**src/rtl/core/assert_macros.svh**
```systemverilog
// assertion helpers, sampled on clk and disabled while arst_n is low
`ifndef ASSERT_MACROS_SVH
`define ASSERT_MACROS_SVH

// same-cycle implication
`define ASSERT_IMPL(label, ante, cons, msg) \
	label: assert property (@(posedge clk) disable iff (!arst_n) (ante) |-> (cons)) \
		else $error(msg);

// next-cycle implication
`define ASSERT_NEXT(label, ante, cons, msg) \
	label: assert property (@(posedge clk) disable iff (!arst_n) (ante) |=> (cons)) \
		else $error(msg);

`endif

```
**src/rtl/core/rlmts_pkg.sv**
```systemverilog
`timescale 1ns / 1ps

package rlmts_pkg;

	localparam logic [1:0] CH_OFF   = 2'd0;
	localparam logic [1:0] CH_RED   = 2'd1;
	localparam logic [1:0] CH_GREEN = 2'd2;
	localparam logic [1:0] CH_BLUE  = 2'd3;

	localparam logic [2:0] MASK_RED   = 3'h1;
	localparam logic [2:0] MASK_GREEN = 3'h2;
	localparam logic [2:0] MASK_BLUE  = 3'h4;

	localparam logic [7:0] HOLD_DUR = 8'd255;
	localparam int unsigned PHASE_SLOTS = 6;
	localparam int unsigned PATTERN_W = 24;

	localparam logic REQ_TICK  = 1'b0;
	localparam logic REQ_WRITE = 1'b1;

	localparam logic [2:0] COL_OFF    = 3'd0;
	localparam logic [2:0] COL_RED    = 3'd1;
	localparam logic [2:0] COL_GREEN  = 3'd2;
	localparam logic [2:0] COL_BLUE   = 3'd3;
	localparam logic [2:0] COL_YELLOW = 3'd4;
	localparam logic [2:0] COL_PURPLE = 3'd5;
	localparam logic [2:0] COL_CYAN   = 3'd6;

	typedef enum logic [1:0] {
		REG_RED_ON,
		REG_GREEN_ON,
		REG_BLUE_ON,
		REG_GAP_OFF
	} cfg_reg_t;

	typedef struct packed {
		logic       en;
		logic [2:0] color;
	} entry_t;

	function automatic logic [2:0] colour_bits(input logic [2:0] color);
		logic [2:0] b;
		case (color)
			COL_RED:    b = MASK_RED;
			COL_GREEN:  b = MASK_GREEN;
			COL_BLUE:   b = MASK_BLUE;
			COL_YELLOW: b = MASK_RED | MASK_GREEN;
			COL_PURPLE: b = MASK_RED | MASK_BLUE;
			COL_CYAN:   b = MASK_GREEN | MASK_BLUE;
			default:    b = 3'h0;
		endcase
		return b;
	endfunction

	function automatic logic [2:0] chan_bit(input logic [1:0] ch);
		logic [2:0] b;
		case (ch)
			CH_RED:   b = MASK_RED;
			CH_GREEN: b = MASK_GREEN;
			CH_BLUE:  b = MASK_BLUE;
			default:  b = 3'h0;
		endcase
		return b;
	endfunction

	function automatic logic [7:0] countdown(input logic [7:0] dur);
		return (dur != HOLD_DUR && dur != 8'd0) ? 8'(dur - 8'd1) : 8'd0;
	endfunction

endpackage

```
**src/rtl/core/rlmts_if.sv**
```systemverilog
`timescale 1ns / 1ps

interface rlmts_req_if;
	logic       valid;
	logic       ready;
	logic       req_type;
	logic [5:0] led_index;
	logic       led_enable;
	logic [2:0] led_color;

	modport source (output valid, req_type, led_index, led_enable, led_color, input ready);
	modport sink (input valid, req_type, led_index, led_enable, led_color, output ready);
endinterface

interface rlmts_rsp_if;
	logic        valid;
	logic        ready;
	logic [1:0]  channel_select;
	logic [23:0] led_pattern;

	modport source (output valid, channel_select, led_pattern, input ready);
	modport sink (input valid, channel_select, led_pattern, output ready);
endinterface

interface rlmts_cfg_if;
	logic                valid;
	logic                ready;
	rlmts_pkg::cfg_reg_t index;
	logic [7:0]          data;

	modport source (output valid, index, data, input ready);
	modport sink (input valid, index, data, output ready);
endinterface

```
**src/rtl/core/rgb_led_multiplex_tick_sequencer.sv**
```systemverilog
`timescale 1ns / 1ps

// Multiplex sequencer for common-cathode RGB LEDs.
// req channel: a write item (req_type 1) stores enable and colour for one LED
// and yields no result; req stays ready after it. A tick item (req_type 0)
// yields one result on rsp: the cathode channel to drive and the 24-bit
// shift pattern for it, then every second tick advances the phase schedule.
// cfg channel: always ready, sets the phase lengths; they apply at the next
// rebuild of the phase list.
// A tick walks the LED table through its single read port, one entry a cycle
// over the first min(WIRED_COUNT, LED_COUNT) entries, then registers the
// result; req is not ready while a tick is in progress. On a mask change a
// schedule step adds a list rebuild (mixed colours) and the first phase load.
// The result register parts rsp from the sequencer: a stalled rsp only holds
// the sequencer when the next result is due and the register is still full.
// Reset clears the LED table at once (per-entry valid flags), the schedule
// state and the registers to their defaults; no clearing pass is needed.

module rgb_led_multiplex_tick_sequencer #(
	parameter int unsigned LED_COUNT = 24,
	parameter int unsigned WIRED_COUNT = 20
) (
	input logic           clk,
	input logic           arst_n,
	rlmts_req_if.sink     req,
	rlmts_rsp_if.source   rsp,
	rlmts_cfg_if.sink     cfg
);

	`include "assert_macros.svh"

	localparam int unsigned SCAN_N = (WIRED_COUNT < LED_COUNT) ? WIRED_COUNT : LED_COUNT;
	localparam int unsigned AW = $clog2(LED_COUNT);
	localparam int unsigned CW = AW + 1;
	localparam int unsigned PW = rlmts_pkg::PATTERN_W;

	typedef enum logic [2:0] {
		S_IDLE,
		S_SCAN,
		S_EMIT,
		S_ADV,
		S_BUILD,
		S_FINISH
	} state_t;

	state_t state_q;

	logic [7:0] red_on_q, green_on_q, blue_on_q, gap_off_q;

	logic [CW-1:0] scan_cnt_q;
	logic          rd_vld_s1;
	logic [AW-1:0] rd_idx_s1;
	logic [PW-1:0] pat_q;
	logic [2:0]    mask_q;

	logic       toggle_q;
	logic [2:0] prev_mask_q;
	logic [2:0] phase_count_q;
	logic [2:0] phase_pos_q;
	logic [7:0] ms_rem_q;
	logic [1:0] cur_ch_q;
	logic [1:0] bld_q;
	logic       gap_pend_q;

	logic [1:0] phase_col_q [rlmts_pkg::PHASE_SLOTS];
	logic [7:0] phase_dur_q [rlmts_pkg::PHASE_SLOTS];

	logic        out_valid_q;
	logic [1:0]  out_ch_q;
	logic [PW-1:0] out_pat_q;

	logic              tick_acc, wr_acc, tbl_we, out_load, out_free;
	rlmts_pkg::entry_t tbl_wentry, tbl_rentry;
	logic [2:0]        ent_bits;
	logic [2:0]        pos_inc, pos_next;
	logic              ph_we;
	logic [2:0]        ph_idx;
	logic [1:0]        ph_col;
	logic [7:0]        ph_dur;
	logic [1:0]        bld_col;
	logic [7:0]        bld_dur;
	logic              mask_single;
	logic [1:0]        single_col;

	// handshakes
	assign req.ready = (state_q == S_IDLE);
	assign cfg.ready = 1'b1;
	assign tick_acc  = req.valid && req.ready && (req.req_type == rlmts_pkg::REQ_TICK);
	assign wr_acc    = req.valid && req.ready && (req.req_type == rlmts_pkg::REQ_WRITE);
	assign out_free  = !out_valid_q || rsp.ready;
	assign out_load  = (state_q == S_EMIT) && out_free;

	assign rsp.valid          = out_valid_q;
	assign rsp.channel_select = out_ch_q;
	assign rsp.led_pattern    = out_pat_q;

	// led table
	assign tbl_we = wr_acc && ({1'b0, req.led_index} < 7'(LED_COUNT));
	assign tbl_wentry.en    = req.led_enable;
	assign tbl_wentry.color = req.led_color;

	rlmts_led_table #(
		.DEPTH (LED_COUNT)
	) u_table (
		.clk    (clk),
		.arst_n (arst_n),
		.we     (tbl_we),
		.waddr  (req.led_index[AW-1:0]),
		.wentry (tbl_wentry),
		.raddr  (scan_cnt_q[AW-1:0]),
		.rentry (tbl_rentry)
	);

	assign ent_bits = rlmts_pkg::colour_bits(tbl_rentry.color) & {3{tbl_rentry.en}};

	// schedule helpers
	assign pos_inc  = 3'(phase_pos_q + 3'd1);
	assign pos_next = (pos_inc >= phase_count_q || pos_inc >= 3'(rlmts_pkg::PHASE_SLOTS))
		? 3'd0 : pos_inc;

	assign bld_col = 2'(bld_q + 2'd1);
	always_comb begin
		case (bld_q)
			2'd0:    bld_dur = red_on_q;
			2'd1:    bld_dur = green_on_q;
			default: bld_dur = blue_on_q;
		endcase
	end

	always_comb begin
		mask_single = 1'b1;
		single_col  = rlmts_pkg::CH_OFF;
		case (mask_q)
			rlmts_pkg::MASK_RED:   single_col = rlmts_pkg::CH_RED;
			rlmts_pkg::MASK_GREEN: single_col = rlmts_pkg::CH_GREEN;
			rlmts_pkg::MASK_BLUE:  single_col = rlmts_pkg::CH_BLUE;
			default:               mask_single = 1'b0;
		endcase
	end

	// phase list write port
	always_comb begin
		ph_we  = 1'b0;
		ph_idx = phase_count_q;
		ph_col = rlmts_pkg::CH_OFF;
		ph_dur = gap_off_q;
		case (state_q)
			S_ADV: begin
				ph_idx = 3'd0;
				ph_col = single_col;
				ph_dur = rlmts_pkg::HOLD_DUR;
				ph_we  = (mask_q != 3'h0) && (mask_q != prev_mask_q) && mask_single;
			end
			S_BUILD: begin
				if (gap_pend_q) begin
					ph_we = phase_count_q < 3'(rlmts_pkg::PHASE_SLOTS);
				end else if (mask_q[bld_q]) begin
					ph_col = bld_col;
					ph_dur = bld_dur;
					ph_we  = phase_count_q < 3'(rlmts_pkg::PHASE_SLOTS);
				end
			end
			default: ph_we = 1'b0;
		endcase
	end

	always_ff @(posedge clk) begin
		if (ph_we) begin
			phase_col_q[ph_idx] <= ph_col;
			phase_dur_q[ph_idx] <= ph_dur;
		end
	end

	// config registers
	always_ff @(posedge clk or negedge arst_n) begin
		if (!arst_n) begin
			red_on_q   <= 8'd10;
			green_on_q <= 8'd9;
			blue_on_q  <= 8'd11;
			gap_off_q  <= 8'd5;
		end else if (cfg.valid && cfg.ready) begin
			case (cfg.index)
				rlmts_pkg::REG_RED_ON:   red_on_q   <= cfg.data;
				rlmts_pkg::REG_GREEN_ON: green_on_q <= cfg.data;
				rlmts_pkg::REG_BLUE_ON:  blue_on_q  <= cfg.data;
				rlmts_pkg::REG_GAP_OFF:  gap_off_q  <= cfg.data;
				default: ;
			endcase
		end
	end

	// result payload
	always_ff @(posedge clk) begin
		if (out_load) begin
			out_ch_q  <= cur_ch_q;
			out_pat_q <= pat_q;
		end
	end

	// sequencer
	always_ff @(posedge clk or negedge arst_n) begin
		if (!arst_n) begin
			state_q       <= S_IDLE;
			scan_cnt_q    <= '0;
			rd_vld_s1     <= 1'b0;
			rd_idx_s1     <= '0;
			pat_q         <= '0;
			mask_q        <= '0;
			toggle_q      <= 1'b0;
			prev_mask_q   <= '0;
			phase_count_q <= '0;
			phase_pos_q   <= '0;
			ms_rem_q      <= '0;
			cur_ch_q      <= rlmts_pkg::CH_OFF;
			bld_q         <= '0;
			gap_pend_q    <= 1'b0;
			out_valid_q   <= 1'b0;
		end else begin
			if (out_load) out_valid_q <= 1'b1;
			else if (rsp.valid && rsp.ready) out_valid_q <= 1'b0;

			// table read pipeline
			rd_vld_s1 <= (state_q == S_SCAN) && (scan_cnt_q < CW'(SCAN_N));
			rd_idx_s1 <= scan_cnt_q[AW-1:0];
			if (rd_vld_s1) begin
				mask_q <= mask_q | ent_bits;
				if ((rd_idx_s1 < AW'(PW))
						&& ((ent_bits & rlmts_pkg::chan_bit(cur_ch_q)) != 3'h0))
					pat_q[rd_idx_s1[4:0]] <= 1'b1;
			end

			case (state_q)
				S_IDLE: begin
					if (tick_acc) begin
						scan_cnt_q <= '0;
						pat_q      <= '0;
						mask_q     <= '0;
						state_q    <= S_SCAN;
					end
				end
				S_SCAN: begin
					if (scan_cnt_q < CW'(SCAN_N)) begin
						scan_cnt_q <= CW'(scan_cnt_q + 1'b1);
					end else if (!rd_vld_s1) begin
						state_q <= S_EMIT;
					end
				end
				S_EMIT: begin
					if (out_free) begin
						toggle_q <= !toggle_q;
						state_q  <= toggle_q ? S_ADV : S_IDLE;
					end
				end
				S_ADV: begin
					state_q <= S_IDLE;
					if (mask_q == 3'h0) begin
						prev_mask_q   <= '0;
						phase_count_q <= '0;
						phase_pos_q   <= '0;
						ms_rem_q      <= '0;
						cur_ch_q      <= rlmts_pkg::CH_OFF;
					end else if (mask_q != prev_mask_q) begin
						prev_mask_q <= mask_q;
						phase_pos_q <= '0;
						if (mask_single) begin
							phase_count_q <= 3'd1;
							state_q       <= S_FINISH;
						end else begin
							phase_count_q <= '0;
							bld_q         <= '0;
							gap_pend_q    <= 1'b0;
							state_q       <= S_BUILD;
						end
					end else if (phase_count_q == 3'd1
							&& phase_dur_q[0] == rlmts_pkg::HOLD_DUR) begin
						cur_ch_q <= phase_col_q[0];
					end else if (ms_rem_q != 8'd0) begin
						ms_rem_q <= 8'(ms_rem_q - 8'd1);
					end else begin
						phase_pos_q <= pos_next;
						cur_ch_q    <= phase_col_q[pos_next];
						ms_rem_q    <= rlmts_pkg::countdown(phase_dur_q[pos_next]);
					end
				end
				S_BUILD: begin
					if (ph_we) phase_count_q <= 3'(phase_count_q + 3'd1);
					if (!gap_pend_q && mask_q[bld_q] && gap_off_q != 8'd0) begin
						gap_pend_q <= 1'b1;
					end else begin
						gap_pend_q <= 1'b0;
						if (bld_q == 2'd2) state_q <= S_FINISH;
						else bld_q <= 2'(bld_q + 2'd1);
					end
				end
				S_FINISH: begin
					cur_ch_q <= phase_col_q[0];
					ms_rem_q <= rlmts_pkg::countdown(phase_dur_q[0]);
					state_q  <= S_IDLE;
				end
				default: state_q <= S_IDLE;
			endcase
		end
	end

	`ASSERT_IMPL(a_pos_in_list, (state_q == S_IDLE && phase_count_q != 3'd0), (phase_pos_q < phase_count_q), "phase position beyond phase list")
	`ASSERT_IMPL(a_count_bound, 1'b1, (phase_count_q <= 3'(rlmts_pkg::PHASE_SLOTS)), "phase list overflow")
	`ASSERT_NEXT(a_empty_off, (state_q == S_ADV && mask_q == 3'h0), (cur_ch_q == rlmts_pkg::CH_OFF), "empty mask left a channel on")
	`ASSERT_IMPL(a_scan_drained, req.ready, (!rd_vld_s1), "table read in flight while idle")

endmodule

```
**src/rtl/core/rlmts_led_table.sv**
```systemverilog
`timescale 1ns / 1ps

module rlmts_led_table #(
	parameter int unsigned DEPTH = 24,
	localparam int unsigned AW = $clog2(DEPTH)
) (
	input  logic                clk,
	input  logic                arst_n,
	input  logic                we,
	input  logic [AW-1:0]       waddr,
	input  rlmts_pkg::entry_t   wentry,
	input  logic [AW-1:0]       raddr,
	output rlmts_pkg::entry_t   rentry
);

	logic [DEPTH-1:0]  valid_q;
	logic              rd_valid_q;
	rlmts_pkg::entry_t mem [DEPTH];
	rlmts_pkg::entry_t rd_data_q;

	// entries never written read as zero
	always_ff @(posedge clk or negedge arst_n) begin
		if (!arst_n) begin
			valid_q    <= '0;
			rd_valid_q <= 1'b0;
		end else begin
			if (we) valid_q[waddr] <= 1'b1;
			rd_valid_q <= valid_q[raddr];
		end
	end

	always_ff @(posedge clk) begin
		if (we) mem[waddr] <= wentry;
		rd_data_q <= mem[raddr];
	end

	assign rentry = rd_valid_q ? rd_data_q : '0;

endmodule

```
**src/flat_wrapper.sv**
```systemverilog
// flat-port wrapper written by rule: the top's interface ports become plain ports
module rgb_led_multiplex_tick_sequencer_flat 
#(
	parameter int unsigned LED_COUNT = 24,
	parameter int unsigned WIRED_COUNT = 20
)
  (clk, arst_n, req_valid, req_req_type, req_led_index, req_led_enable, req_led_color, req_ready, rsp_valid, rsp_channel_select, rsp_led_pattern, rsp_ready, cfg_valid, cfg_index, cfg_data, cfg_ready);
  rlmts_req_if req_i ();
  rlmts_rsp_if rsp_i ();
  rlmts_cfg_if cfg_i ();
  input logic clk;
  input logic arst_n;
  input wire logic [$bits(req_i.valid)-1:0] req_valid;
  input wire logic [$bits(req_i.req_type)-1:0] req_req_type;
  input wire logic [$bits(req_i.led_index)-1:0] req_led_index;
  input wire logic [$bits(req_i.led_enable)-1:0] req_led_enable;
  input wire logic [$bits(req_i.led_color)-1:0] req_led_color;
  output wire logic [$bits(req_i.ready)-1:0] req_ready;
  output wire logic [$bits(rsp_i.valid)-1:0] rsp_valid;
  output wire logic [$bits(rsp_i.channel_select)-1:0] rsp_channel_select;
  output wire logic [$bits(rsp_i.led_pattern)-1:0] rsp_led_pattern;
  input wire logic [$bits(rsp_i.ready)-1:0] rsp_ready;
  input wire logic [$bits(cfg_i.valid)-1:0] cfg_valid;
  input wire logic [$bits(cfg_i.index)-1:0] cfg_index;
  input wire logic [$bits(cfg_i.data)-1:0] cfg_data;
  output wire logic [$bits(cfg_i.ready)-1:0] cfg_ready;
  assign req_i.valid = req_valid;
  assign req_i.req_type = req_req_type;
  assign req_i.led_index = req_led_index;
  assign req_i.led_enable = req_led_enable;
  assign req_i.led_color = req_led_color;
  assign req_ready = req_i.ready;
  assign rsp_valid = rsp_i.valid;
  assign rsp_channel_select = rsp_i.channel_select;
  assign rsp_led_pattern = rsp_i.led_pattern;
  assign rsp_i.ready = rsp_ready;
  assign cfg_i.valid = cfg_valid;
  assign cfg_i.index = cfg_index;
  assign cfg_i.data = cfg_data;
  assign cfg_ready = cfg_i.ready;
  rgb_led_multiplex_tick_sequencer #(.LED_COUNT(LED_COUNT), .WIRED_COUNT(WIRED_COUNT)) u_core (.clk(clk), .arst_n(arst_n), .req(req_i), .rsp(rsp_i), .cfg(cfg_i));
endmodule
```
**config.mk**
```make
export PLATFORM = sky130hd
export DESIGN_NAME = rgb_led_multiplex_tick_sequencer_flat
export DESIGN_NICKNAME = d
export VERILOG_FILES = /design/src/rtl/core/rlmts_pkg.sv /design/src/rtl/core/rlmts_if.sv /design/src/rtl/core/rgb_led_multiplex_tick_sequencer.sv /design/src/rtl/core/rlmts_led_table.sv /design/src/flat_wrapper.sv
export VERILOG_INCLUDE_DIRS = /design/src /design/src/rtl/core
export SDC_FILE = /design/constraint.sdc
export NUM_CORES = 1
export LEC_CHECK = 0
export ABC_AREA = 1
export BUFFER_PORTS_ARGS = -buffer_cell sky130_fd_sc_hd__buf_2
export CAP_MARGIN = 30
export CORE_MARGIN = 5
export CORE_UTILIZATION = 65
export CTS_BUF_LIST = sky130_fd_sc_hd__clkbuf_4 sky130_fd_sc_hd__clkbuf_8
export DETAILED_ROUTE_END_ITERATION = 7
export PLACE_DENSITY_LB_ADDON = 0.1
export REMOVE_ABC_BUFFERS = 1
export SKIP_CTS_REPAIR_TIMING = 1
export SLEW_MARGIN = 20
export SYNTH_ARGS = -nofsm -noshare
export SYNTH_HDL_FRONTEND = slang
export SYNTH_SLANG_ARGS = --single-unit
```
**constraint.sdc**
```tcl
create_clock -name clk -period 5.1 [get_ports clk]
set_input_delay 1.02 -clock clk [delete_from_list [all_inputs] [get_ports clk]]
set_output_delay 1.02 -clock clk [all_outputs]
set_load 0.05 [all_outputs]
```
**Yosys cells after proc, flatten, opt, wreduce, memory -nomap -nowiden**

Memories as Yosys holds them, arrays and structs flattened. A register that Yosys moved wholly into a read port is not among the register bits.
Index checks and enable logic that the tools add are counted.

- Memories kept: 3
- Memory bits (writable): 156
- Bits in registers: 149
- Bits in read-only memories: 0
- Word-level logic and storage cells: 235
- Latch bits: 0
- Input port bits: 26

- Equal/unequal tests: 45
- $add $sub $neg: 7
- Div/mod/pow operators: 0
- Order comparisons: 12
- Mux-type cells: 87
- $mul: 0
- Bitwise logic cells: 6
- Reduce and logical (&&, ||, !) cells: 52
- Shift operators: 0

Memories:

| memory | words | width | rd ports | clocked after Yosys merged registers in | wr ports | RTL line | source |
|---|---|---|---|---|---|---|---|
| u_core.u_table.mem | 24 | 4 | 1 | 1 | 1 | rlmts_led_table.sv:18 | `rlmts_pkg::entry_t mem [DEPTH];` |
| u_core.phase_dur_q | 6 | 8 | 2 | 0 | 1 | rgb_led_multiplex_tick_sequencer.sv:66 | `logic [7:0] phase_dur_q [rlmts_pkg::PHASE_SLOTS];` |
| u_core.phase_col_q | 6 | 2 | 2 | 0 | 1 | rgb_led_multiplex_tick_sequencer.sv:65 | `logic [1:0] phase_col_q [rlmts_pkg::PHASE_SLOTS];` |

Operator list:

| operator | count |
|---|---|
| 24-bit two-way mux | 4 |
| 3-bit two-way mux | 23 |
| 8-bit two-way mux | 8 |
| 24-bit OR | 2 |
| 8-bit case mux with 2 select lines | 3 |
| 8-bit nonzero test | 4 |
| 2-bit two-way mux | 12 |
| 8-bit by 1-bit subtractor with 8-bit output (second input constant) | 3 |
| 1-bit two-way mux | 19 |
| 3-bit == test (second input constant) | 6 |
| 5-bit by 6-bit less-than comparator with 1-bit output (second input constant) | 3 |
| 3-bit case mux with 6 select lines | 1 |
| 1-bit logical AND | 17 |
| 2-bit != test (second input constant) | 8 |
| 8-bit != test (second input constant) | 2 |
| 3-bit by 2-bit == test with 1-bit output (second input constant) | 5 |
| 3-bit case mux with 5 select lines | 1 |
| 3-bit AND reduction | 5 |
| 3-bit by 1-bit == test with 1-bit output (second input constant) | 4 |
| 6-bit by 5-bit less-than comparator with 1-bit output (second input constant) | 2 |
| 6-bit two-way mux | 2 |
| 2-bit case mux with 2 select lines | 3 |
| 6-bit case mux with 2 select lines | 1 |
| 2-bit AND reduction | 6 |
| 37 further kinds | 65 |

**Logic depth before layout (Yosys ltp)**

An unclocked memory read counts as a cell.

- Word-level depth: 13
- Mapped depth: 26

**Cells and area by module**

A second synthesis with hierarchy kept.

- Cell total of the unflattened synthesis: 1473
- Area, all modules: 14242.4 µm²

Modules (own cells, without submodules):

| module | cells an instance | sequential area each (µm²) | instances | area each (µm²) |
|---|---|---|---|---|
| rgb_led_multiplex_tick_sequencer | 943 | 5046.1 | 1 | 8853.5 |
| rlmts_led_table | 530 | 3588.4 | 1 | 5388.9 |

**Worst setup path after synthesis**

OpenSTA, ideal clock, no wires.

- Path kind: register to register
- Start: register u_core.phase_pos_q[0]
- End: register u_core.ms_rem_q[5]
- Setup slack: 2.127 ns
- Stages on the path, launching flop included: 27
- Setup time: 0.123 ns
- Arrival time: 2.850 ns
- Required time: 4.977 ns
- Path through: dfrtp_1 -> ha_1 -> inv_1 -> nand2_1 -> nand2_1 -> inv_1 -> ha_1 -> nand2_1 -> nand2_1 -> a21oi_4 -> nand3_4 -> buf_6 -> nand2_1 -> nand3_1 -> nand3_1 -> nand2_1 -> inv_1 -> ha_1 -> nand3_1 -> nor2_1 -> nand2_2 -> nand2_4 -> inv_2 -> nand2_1 -> nand2_1 -> nand2_1 -> a21boi_1

- Longest elaborated chain between the ends: 13

Ends and longest elaborated chain:

| element | RTL line | source |
|---|---|---|
| from (decl) | rgb_led_multiplex_tick_sequencer.sv:59 | `logic [2:0] phase_pos_q;` |
| from (signal assigned) | rgb_led_multiplex_tick_sequencer.sv:280 | `phase_pos_q <= pos_next;` |
| 3-bit by 1-bit adder with 3-bit output * | rgb_led_multiplex_tick_sequencer.sv:117 | `assign pos_inc = 3'(phase_pos_q + 3'd1);` |
| 3-bit greater-or-equal comparator | rgb_led_multiplex_tick_sequencer.sv:118 | `assign pos_next = (pos_inc >= phase_count_q \|\| pos_inc >= 3'(rlmts_pkg::PHASE_SLOTS))` |
| 1-bit logical OR | rgb_led_multiplex_tick_sequencer.sv:118 |  |
| 3-bit two-way mux * | rgb_led_multiplex_tick_sequencer.sv:119 | `? 3'd0 : pos_inc;` |
| memory 6 x 8 bit * | - |  |
| parallel branches: the longest is 2 deep, another holds 8-bit by 1-bit subtractor with 8-bit output | - |  |
| 8-bit two-way mux * | rlmts_pkg.sv:67 | `return (dur != HOLD_DUR && dur != 8'd0) ? 8'(dur - 8'd1) : 8'd0;` |
| 8-bit two-way mux * | rgb_led_multiplex_tick_sequencer.sv:277 | `end else if (ms_rem_q != 8'd0) begin` |
| 8-bit two-way mux * | rgb_led_multiplex_tick_sequencer.sv:274 | `end else if (phase_count_q == 3'd1` |
| 8-bit two-way mux * | rgb_led_multiplex_tick_sequencer.sv:262 | `end else if (mask_q != prev_mask_q) begin` |
| 8-bit two-way mux * | rgb_led_multiplex_tick_sequencer.sv:256 | `if (mask_q == 3'h0) begin` |
| 8-bit case mux with 2 select lines * | rgb_led_multiplex_tick_sequencer.sv:232 | `case (state_q)` |
| to (signal assigned) | rgb_led_multiplex_tick_sequencer.sv:278 | `ms_rem_q <= 8'(ms_rem_q - 8'd1);` |
| to (signal assigned) | rgb_led_multiplex_tick_sequencer.sv:282 | `ms_rem_q <= rlmts_pkg::countdown(phase_dur_q[pos_next]);` |
| to (signal assigned) | rgb_led_multiplex_tick_sequencer.sv:297 | `ms_rem_q <= rlmts_pkg::countdown(phase_dur_q[0]);` |
| to (decl) | rgb_led_multiplex_tick_sequencer.sv:60 | `logic [7:0] ms_rem_q;` |

Every way passes the cells marked *. The select of a mux whose other input is x is not followed.
A chain may end at the register's enable or synchronous reset.

**Final worst setup path**

Same ends and word-level chain as after synthesis.

==> metrics.cfg <==
[critical_path]
worstSetupPathType = flip-flop to flip-flop
r2r-end = u_core.ms_rem_q[5]
reg2reg_depth = 25
crit_top_cell = nand2_1
end_kind = flip-flop
critPathTopFamily = simple AND/OR/NAND/NOR gates
worst-path-stages = 25
r2r-start = u_core.phase_pos_q[0]
reg2reg_slack_ps = 1350
cp.arrival_ps = 4180
endpoint = u_core.ms_rem_q[5]
cp-startpoint = u_core.phase_pos_q[0]
cp_slowest_cell = dfrtp_1
path_buf_inv = 5
cp-start-kind = flip-flop
cp.required_ps = 5530
cp_slowest_stage_delay_ps = 420
critPathMaxFanout = 26

[clocking]
cts_made_buffers = 48
cts_root_buffer = clkbuf_8
clk_pin_slew_ps = 60
htree_num_levels = 2
clockBufferDepth = 3
cts_sinks = 309
cts_tree = built
insertion_delay_ps = 560

[route]
drt_iter0_markers = 828
route.met2.wl_microns = 13500
wl_met1_microns = 13800
drc_errors = 0
antenna_left = 0
drt_wl_total_microns = 30100
dr.pass1.iters = 7
vias_per_cell = 5.68
highest-signal-layer = met4
via_count = 9910
wl_per_cell_microns = 17.2
wl_met3_microns = 2280

[grt]
antenna_found_initial = 0
grtUsageTotal_pct = 25.3
grt_pass1_vias = 9195
globalRouteOverflowTotal = 0
grt_max_degree = 62
grt_pass1_wl_microns = 49100

[logic_synthesis]
ys_seq_area_share_pct = 62.6
syn_area_sq_mm = 0.0138
synth_edf_count = 182
netlist_top_cells_count = nand2_1 (209), edfxtp_1 (182), inv_1 (158), o21ai_0 (133), nor2_1 (129)
synth_most_common_cell = nand2_1
synth_seq_cells = 309
async_flop_share_pct = 39.8
yosys.area.top_type_share_pct = 39.6
yosys_warnings = 0
synthFlopType = edfxtp_1
synth_area_leaders = edfxtp_1 (40%), dfrtp_1 (21%), nand2_1 (5.7%), o21ai_0 (4.8%), inv_1 (4.3%)
synth_area_leader_cell = edfxtp_1
synth_cells = 1362
syn_area_per_cell_sq_um = 10.1
ys_types = 55

[timing]
fin_crit_sh_pct = 73.6
finalSetupViolations = 0
slew_viol_final = 0
hold_slack_ps = 411
fin_crit_ps = 3750
max_freq_mhz = 266
maxSlewHeadroom_pct = 44.9
hold_viol_final = 0
grt_setup_unrepaired = no
tns_ps = 0
clock_skew_ps = 25.1
tightestPinTransition_ps = 822

[min_path]
hold_class = input port to async pin

[placement]
io_buffers = 53
hpwl_microns = 20500
placed_area_sq_mm = 0.0143
dp_cells = 1656
globalplace.congestion = 0.848

[floorplanning]
start_util_pct = 65.8
core_sq_mm = 0.0210
rows = 53
die_h_microns = 156
ios = 55
die_area_sq_mm = 0.0242
dieWidth_microns = 156

[power_and_ir_drop]
leakagePower_nw = 6.49
vdd_drop_max_mv = 0.324
p_per_area_mw_per_mm2 = 478

[cells_and_area]
n_fill_cell = 1587
drive_gt1_share_pct = 14.6
nets = 1478
final_cells = 1746
stdcell_area_sq_mm = 0.0153
diodes = 0
areaGrowthSynthToFinish_pct = 11.1

[run_status]
outcome = completed

[run]
cap_violations = 0

==> layout by cell type, fill, tap and decap left out, types with 3 or more instances in the layout <==
cell type / n
ha_1: 19
xor2_1: 9
clkinv_2: 10
o21ai_2: 3
nor2_2: 4
clkbuf_4: 15
nand3_1: 84
buf_2: 55
a21oi_1: 72
xnor2_1: 3
or2_2: 16
dfrtp_1: 114
edfxtp_1: 182
inv_2: 6
nand2_1: 209
o211ai_1: 8
nor3_1: 16
nor2_1: 127
o21ai_0: 133
nor3_2: 4
nand4_1: 21
o22ai_1: 24
a211o_1: 6
o21ai_1: 5
o221ai_1: 9
a21boi_1: 7
nor4_1: 7
buf_4: 12
clkinv_1: 10
nand3_2: 6
inv_1: 158
dfxtp_1: 4
dfstp_2: 9
a31oi_1: 11
clkbuf_8: 56
a211oi_1: 4
nand2_2: 8
==> cells by family (layout without fill, tap and decap cells) <==
logic type	after synthesis	in the layout	synth area share, %
buffers and inverters	215	324	6.07
flip-flops	309	309	62.6
multiplexers	2	2	0.145
AND/OR/NAND/NOR	509	509	16.5
adder cells (fa/ha/maj)	19	19	1.72
AO/OA/AOI/OAI	295	295	12.2
other	1	1	0.0272
XOR/XNOR	12	12	0.762
==> area by class of cell <==
type                       count  area, sq um  share of cell area (%)
clock inverter                17         88.8                   0.580
tap                          275          344                    2.25
inverter                     168          631                    4.11
sequential                   309         8630                    56.3
multi-input combinational    838         4350                    28.4
timing repair buffer          68          393                    2.56
clock buffer                  71          883                    5.76
==> flip-flops by register name, indices dropped and copies added, names as in the netlist, 12 cells and up <==
signal,cells
u_core.u_table.mem,96
u_core.phase_dur_q,48
u_core.rsp.led_pattern,24
u_core.u_table.valid_q,24
u_core.pat_q,24
u_core.phase_col_q,12
==> through the flow <==
stage / setup slack, ps / total power, mW / util (%)
after floorplan: 1820 / 4.63 / -
after global placement: 1430 / 5.23 / 68.2
after detailed placement: 1370 / 5.29 / 68.3
after CTS: 1360 / 7.31 / 73.0
after global routing: 966 / 7.78 / 73.1
final: 1350 / 7.32 / 73.1
==> how the worst min path moves through the flow <==
stage | cells after the start | slack [ps] | endpoint
3_5_place_dp | 0 | 430 | u_core.rsp.led_pattern[6]
3_3_place_gp | 0 | 430 | u_core.rsp.led_pattern[19]
6_report | 1 | 410 | u_core.pat_q[4]
2_1_floorplan | 0 | 420 | u_core.rsp.led_pattern[0]
4_1_cts | 1 | 420 | u_core.pat_q[4]
5_1_grt | 1 | 440 | u_core.pat_q[4]
==> per-layer routing <==
metal  global-route usage (%)  up-vias
li1                         -     4828
met1                     39.5     4637
met2                     37.4      395
met3                     4.44       50
met4                     6.63        0
met5                        0        -
==> where the power goes <==
| group | switching (mW) | internal [mW] | total (mW) |
|---|---|---|---|
| logic | 1.45 | 0.634 | 2.09 |
| clock network | 0.921 | 1.11 | 2.04 |
| registers | 0.223 | 2.98 | 3.20 |
(Power assumes the default switching activity.)
